===== src/rvr_pkg.sv =====
// ----------------------------------------------------------------------------
// rvr_pkg
// Shared widths and pipeline payload types for the rotor rotation unit.
// ----------------------------------------------------------------------------
package rvr_pkg;

   // field formats: rotor parts signed Q2.16, point coordinates signed Q16.16
   localparam int C_ROTOR_W = 18;
   localparam int C_POINT_W = 32;
   localparam int C_FRAC    = 16;

   // intermediate widths, each just wide enough for its full range
   localparam int C_BP_W  = 50;  // bivector part * coordinate
   localparam int C_SS_W  = 36;  // scalar squared, 32 fraction bits
   localparam int C_M_W   = 35;  // m components, 16 fraction bits
   localparam int C_DOT_W = 36;  // dot term, 16 fraction bits
   localparam int C_S2_W  = 20;  // rounded scalar squared
   localparam int C_S2P_W = 52;  // s2 * coordinate
   localparam int C_SM_W  = 53;  // scalar * m
   localparam int C_BM_W  = 53;  // bivector part * m
   localparam int C_BD_W  = 54;  // bivector part * dot
   localparam int C_ACC_W = 56;  // final sum, 32 fraction bits
   localparam int C_RND_W = 40;  // final sum rounded to 16 fraction bits

   localparam logic signed [C_POINT_W-1:0] C_POS_MAX = {1'b0, {(C_POINT_W-1){1'b1}}};
   localparam logic signed [C_POINT_W-1:0] C_NEG_MIN = {1'b1, {(C_POINT_W-1){1'b0}}};

   typedef struct packed {
      logic signed [C_ROTOR_W-1:0] s;
      logic signed [C_ROTOR_W-1:0] b12;
      logic signed [C_ROTOR_W-1:0] b23;
      logic signed [C_ROTOR_W-1:0] b31;
      logic signed [C_POINT_W-1:0] px;
      logic signed [C_POINT_W-1:0] py;
      logic signed [C_POINT_W-1:0] pz;
   } rvr_item_type;

   typedef struct packed {
      logic signed [C_BP_W-1:0] b12py;
      logic signed [C_BP_W-1:0] b31pz;
      logic signed [C_BP_W-1:0] b23pz;
      logic signed [C_BP_W-1:0] b12px;
      logic signed [C_BP_W-1:0] b31px;
      logic signed [C_BP_W-1:0] b23py;
      logic signed [C_BP_W-1:0] b12pz;
      logic signed [C_BP_W-1:0] b23px;
      logic signed [C_BP_W-1:0] b31py;
      logic signed [C_SS_W-1:0] ss;
      rvr_item_type             item;
   } rvr_prod_type;

   typedef struct packed {
      logic signed [C_M_W-1:0]     mx;
      logic signed [C_M_W-1:0]     my;
      logic signed [C_M_W-1:0]     mz;
      logic signed [C_DOT_W-1:0]   dt;
      logic signed [C_S2_W-1:0]    s2;
      logic signed [C_ROTOR_W-1:0] s;
      logic signed [C_ROTOR_W-1:0] b12;
      logic signed [C_ROTOR_W-1:0] b23;
      logic signed [C_ROTOR_W-1:0] b31;
      logic signed [C_POINT_W-1:0] px;
      logic signed [C_POINT_W-1:0] py;
      logic signed [C_POINT_W-1:0] pz;
   } rvr_mix_type;

   typedef struct packed {
      logic signed [C_S2P_W-1:0] s2px;
      logic signed [C_S2P_W-1:0] s2py;
      logic signed [C_S2P_W-1:0] s2pz;
      logic signed [C_SM_W-1:0]  smx;
      logic signed [C_SM_W-1:0]  smy;
      logic signed [C_SM_W-1:0]  smz;
      logic signed [C_BM_W-1:0]  b31mz;
      logic signed [C_BM_W-1:0]  b12my;
      logic signed [C_BM_W-1:0]  b12mx;
      logic signed [C_BM_W-1:0]  b23mz;
      logic signed [C_BM_W-1:0]  b23my;
      logic signed [C_BM_W-1:0]  b31mx;
      logic signed [C_BD_W-1:0]  b23dt;
      logic signed [C_BD_W-1:0]  b31dt;
      logic signed [C_BD_W-1:0]  b12dt;
   } rvr_term_type;

   typedef struct packed {
      logic signed [C_RND_W-1:0] rx;
      logic signed [C_RND_W-1:0] ry;
      logic signed [C_RND_W-1:0] rz;
   } rvr_rnd_type;

   typedef struct packed {
      logic signed [C_POINT_W-1:0] rotated_x;
      logic signed [C_POINT_W-1:0] rotated_y;
      logic signed [C_POINT_W-1:0] rotated_z;
      logic                        overflow;
   } rvr_out_type;

endpackage


===== src/rvr_saturate.sv =====
// ----------------------------------------------------------------------------
// rvr_saturate
// Stage 5: clamp each coordinate to Q16.16, flag overflow, hold the result
// in the output register.
// ----------------------------------------------------------------------------
module rvr_saturate import rvr_pkg::*; (
   input  logic        clock,
   input  logic        reset,
   input  logic        in_valid,
   output logic        in_ready,
   input  rvr_rnd_type in_data,
   output logic        out_valid,
   input  logic        out_ready,
   output rvr_out_type out_data
);

   logic        o_valid_ff;
   rvr_out_type o_data_ff;
   rvr_out_type o_data_in;
   logic [2:0]  clip;

   // return {clipped, value}
   function automatic logic [C_POINT_W:0] clamp(input logic signed [C_RND_W-1:0] v);
      logic [C_RND_W-C_POINT_W:0] top;
      logic [C_POINT_W:0]         res;
      top = v[C_RND_W-1:C_POINT_W-1];
      if ((&top) || !(|top)) begin
         res = {1'b0, v[C_POINT_W-1:0]};
      end else if (v[C_RND_W-1]) begin
         res = {1'b1, C_NEG_MIN};
      end else begin
         res = {1'b1, C_POS_MAX};
      end
      return res;
   endfunction

   always_comb begin
      {clip[0], o_data_in.rotated_x} = clamp(in_data.rx);
      {clip[1], o_data_in.rotated_y} = clamp(in_data.ry);
      {clip[2], o_data_in.rotated_z} = clamp(in_data.rz);
      o_data_in.overflow = |clip;
   end

   assign in_ready = !o_valid_ff || out_ready;

   always_ff @(posedge clock) begin
      if (reset) begin
         o_valid_ff <= 1'b0;
      end else if (in_ready) begin
         o_valid_ff <= in_valid;
      end
      if (in_ready && in_valid) begin
         o_data_ff <= o_data_in;
      end
   end

   assign out_valid = o_valid_ff;
   assign out_data  = o_data_ff;

endmodule


===== config.mk =====
export PLATFORM = sky130hd
export DESIGN_NAME = rvr_saturate
export DESIGN_NICKNAME = d
export VERILOG_FILES = /design/src/rvr_pkg.sv /design/src/rvr_saturate.sv
export SDC_FILE = /design/constraint.sdc
export NUM_CORES = 1
export LEC_CHECK = 0
export BUFFER_PORTS_ARGS = -buffer_cell sky130_fd_sc_hd__buf_4
export CELL_PAD_IN_SITES_DETAIL_PLACEMENT = 2
export CELL_PAD_IN_SITES_GLOBAL_PLACEMENT = 2
export CORE_ASPECT_RATIO = 0.9
export CORE_MARGIN = 2
export CORE_UTILIZATION = 30
export DETAILED_ROUTE_END_ITERATION = 10
export GPL_ROUTABILITY_DRIVEN = 0
export HOLD_SLACK_MARGIN = 0.1
export PLACE_DENSITY_LB_ADDON = 0.1
export RECOVER_POWER = 50
export SYNTH_ARGS = -nofsm -noshare
export SYNTH_HDL_FRONTEND = slang
export SYNTH_SLANG_ARGS = --single-unit

===== constraint.sdc =====
create_clock -name clock -period 7.01 [get_ports clock]
set_input_delay 1.0515 -clock clock [delete_from_list [all_inputs] [get_ports clock]]
set_output_delay 1.0515 -clock clock [all_outputs]
set_load 0.005 [all_outputs]

# == After elaboration in Yosys (flattened, before gate mapping) ==
# Index checks and enable logic that the tools add are counted.
# totals
regBits,98
wordCells,27
# classes
muxes,6
n_reduce_logical,16
# op_table
cell,count
two-way mux 33 bit,3
two-way mux 32 bit,3
AND reduction 9 bit,3
OR reduction 9 bit,3
logical NOT 1 bit,4
logical OR 1 bit,4
OR reduction 3 bit,1
logical AND 1 bit,1

# == Depth between registers and ports, before layout ==
# depth
word_depth,5
mapped_depth,5
mapped_depth_nobuf,4

# == Least setup slack after synthesis ==
# No wires, ideal clock.
# synth_timing
kind,in2reg
from,in out_ready
to,reg o_data_ff (netlist bit out_data[0]) (enable)
arrival_ns,3.465
slack_ns,3.078
path_stages,2
cell_sequence,nand2b_1 -> and2_1
# synth_via
elab_chain_cells,2
# synth_rtl
element,line_no,source
"start, declared",rvr_saturate.sv:13,"input logic out_ready,"
logical OR 1 bit,rvr_saturate.sv:44,assign in_ready = !o_valid_ff || out_ready;
logical AND 1 bit,rvr_saturate.sv:52,if (in_ready && in_valid) begin
"end signal, assigned",rvr_saturate.sv:53,o_data_ff <= o_data_in;
"end, declared",rvr_saturate.sv:18,rvr_out_type o_data_ff;
# Every way passes these cells.
# A chain may end at the register's enable or synchronous reset.

# == Worst setup path after layout ==
# layout_timing
from,in out_ready
to,reg o_data_ff (netlist bit out_data[21]) (enable)
# Same word-level chain as after synthesis.

==> results_dict.tcl <==
set metrics [dict create \
    portBuffers 222 \
    r2r_end "out_data[21]" \
    wl_met2_um 6180 \
    initial_core_util_pct 31.0 \
    cts_tree "built" \
    maxCapViolCount 2 \
    cp-end-kind "flop" \
    layout_min_cycle_time_ps 4300 \
    yosysTopAreaCell "edfxtp_1" \
    setup_violations 0 \
    powerDensity_nw_per_um2 229 \
    start_kind "primary input" \
    die_h_um 113 \
    status "complete, but fails checks" \
    drt_pass1_iterations 4 \
    io_pins 223 \
    fmaxAchievable_mhz 233 \
    core_area_um2 12800 \
    hold_path_class "flop to flop" \
    place_area_um2 5750 \
    static-leakage-power_nw 2.62 \
    whs_ps 566 \
    vdd_drop_max_uv 208 \
    cp.arrival_ps 4270 \
    hpwl_um 8770 \
    drcViolationCount 0 \
    dr_total_vias 2980 \
    layoutNonFillerInstCount 627 \
    synth_edf_count 97 \
    drive_above_1_share_pct 43.4 \
    die_x_um 125 \
    synth_area_um2 3960 \
    syn_to_final_growth_pct 48.0 \
    tns_ps 0 \
    rrSetupSlack_ps 3220 \
    max_slew_margin_pct -89.0 \
    synth_cell_types 24 \
    grt_util_all_layers_pct 17.0 \
    rr_worst_depth 3 \
    nets 582 \
    dieArea_um2 14100 \
    ys_top_cells_by_count "edfxtp_1 (97), a21o_1 (92), buf_2 (8)" \
    place_ws_ps 4050 \
    post_cts_buffers 0 \
    cts_resized 0 \
    clockBufferDepth 2 \
    path_max_fanout 55 \
    root_buffer "clkbuf_16" \
    violations "capacitance limit, slew limit" \
    final_area_um2 5860 \
    synth_cells 240 \
    grt_max_degree 56 \
    synth_ff_type "edfxtp_1" \
    ys_seq_area_share_pct 74.1 \
    wl_met3_um 1090 \
    setup.worst_path.class "primary input to flop" \
    syn_nets 364 \
    postRouteAntennaNets 0 \
    via_per_inst 4.75 \
    dp.cells 611 \
    yosysMostFrequentCell "edfxtp_1" \
    grt_pass1_wl_um 18100 \
    holdPathEnd "out_valid" \
    grt_pass1_vias 3302 \
    cts_buffers 9 \
    holdPathStages 2 \
    min_period_over_period_pct 61.3 \
    setup_ws_ps 2710 \
    worstHoldStart "out_valid" \
    clock_skew_ps 8.23 \
    reg2reg_from "out_valid" \
    antenna_found_initial 0 \
    routed_wl_um 12100 \
    clk_pin_slew_ps 60 \
    wl_met1_um 4600 \
    highest_layer "met4" \
    antenna_cells 0 \
    synth_warnings 0 \
    ys_ff_latch 98 \
    hold_viol 0 \
    slew_viol_final 77 \
    rsz0062_at_grt "no" \
    synthTopCellsByArea "edfxtp_1 (74%), a21o_1 (17%), buf_8 (1.1%)" \
    worst-endpoint-required_ps 6980 \
    clk_latency_ps 350 \
    synth_top_area_share_pct 73.6 \
    overflow 0 \
    cts_sinks 98 \
    cts.htree.levels 3 \
    rows 39 \
    avgSynthCellArea_um2 16.5 \
    tightest_slew_ps 2830 \
    ctsHoldBuffers 0 \
    drt-initial-drc-count 150 \
    wl_per_cell_um 19.3 \
    synthArstFlopShare_pct 0 \
]
[state kept, by name, summed over array words and instances (netlist names)]
name	count
out_valid	1
out_data	97
[routing by layer]
metal	track usage (%)	vias to the layer above
met2	30.2	135
li1	-	1363
met1	18.0	1468
met3	7.04	14
met5	0	-
met4	6.52	0
[power by group]
part / leakage, nW / switching [W] / internal, W
Sequential: 0.925 / 0.00000935 / 0.000689
Clock: 0.136 / 0.000203 / 0.000274
Combinational: 1.56 / 0.0000754 / 0.0000919
Total: 2.62 / 0.000288 / 0.00106
[placed cells by master (no fill, tap or decap), types with 2 or more instances in the layout]
cell	Yosys	routed
nor4_1	5	5
a21oi_2	0	2
buf_4	0	126
clkbuf_16	0	9
a21o_1	92	92
clkbuf_4	0	56
clkinv_1	0	2
nand3_1	2	2
o21ai_2	0	2
clkbuf_1	7	49
edfxtp_1	97	97
nand4_1	5	5
[kinds of logic (layout without fill, tap and decap cells)]
| family | after synthesis | in the layout | synth area share, % |
|---|---|---|---|
| AOI/OAI and AO/OA | 98 | 98 | 18.3 |
| buffers and inverters | 22 | 245 | 3.76 |
| DFF | 98 | 98 | 74.1 |
| and+or+nand+nor | 22 | 22 | 3.86 |
[critical path: stages]
cell and delay [ps]:
clkbuf_4 90, nand2b_1 140, and2_0 2050, buf_4 850
[layout make-up]
class	count	area (um2)
flip-flops and latches	98	2930
repair buffers	228	1540
inverters	1	3.75
clock inverters	4	42.5
multi-input cells	120	898
clock buffers	12	236
fillers	1295	6930
well taps	164	205
[through the flow]
| stage | total power (W) | utilization (%) |
|---|---|---|
| 6_report | 0.00134 | 45.8 |
| 3_3_place_gp | 0.000886 | 45.0 |
| 3_5_place_dp | 0.000895 | 45.0 |
| 2_1_floorplan | 0.000769 | - |
| 4_1_cts | 0.00138 | 47.2 |
| 5_1_grt | 0.00140 | 45.8 |
[how the worst max path moves through the flow]
stage / from / cells past startpoint / end
CTS: out_ready / 4 / out_data[14]
global route: out_ready / 4 / out_data[31]
floorplan: out_ready / 2 / out_data[0]
detailed placement: out_ready / 4 / out_data[17]
finish: out_ready / 4 / out_data[21]
global placement: out_ready / 4 / out_data[14]
Note: power is estimated with default switching activity, not from simulation.
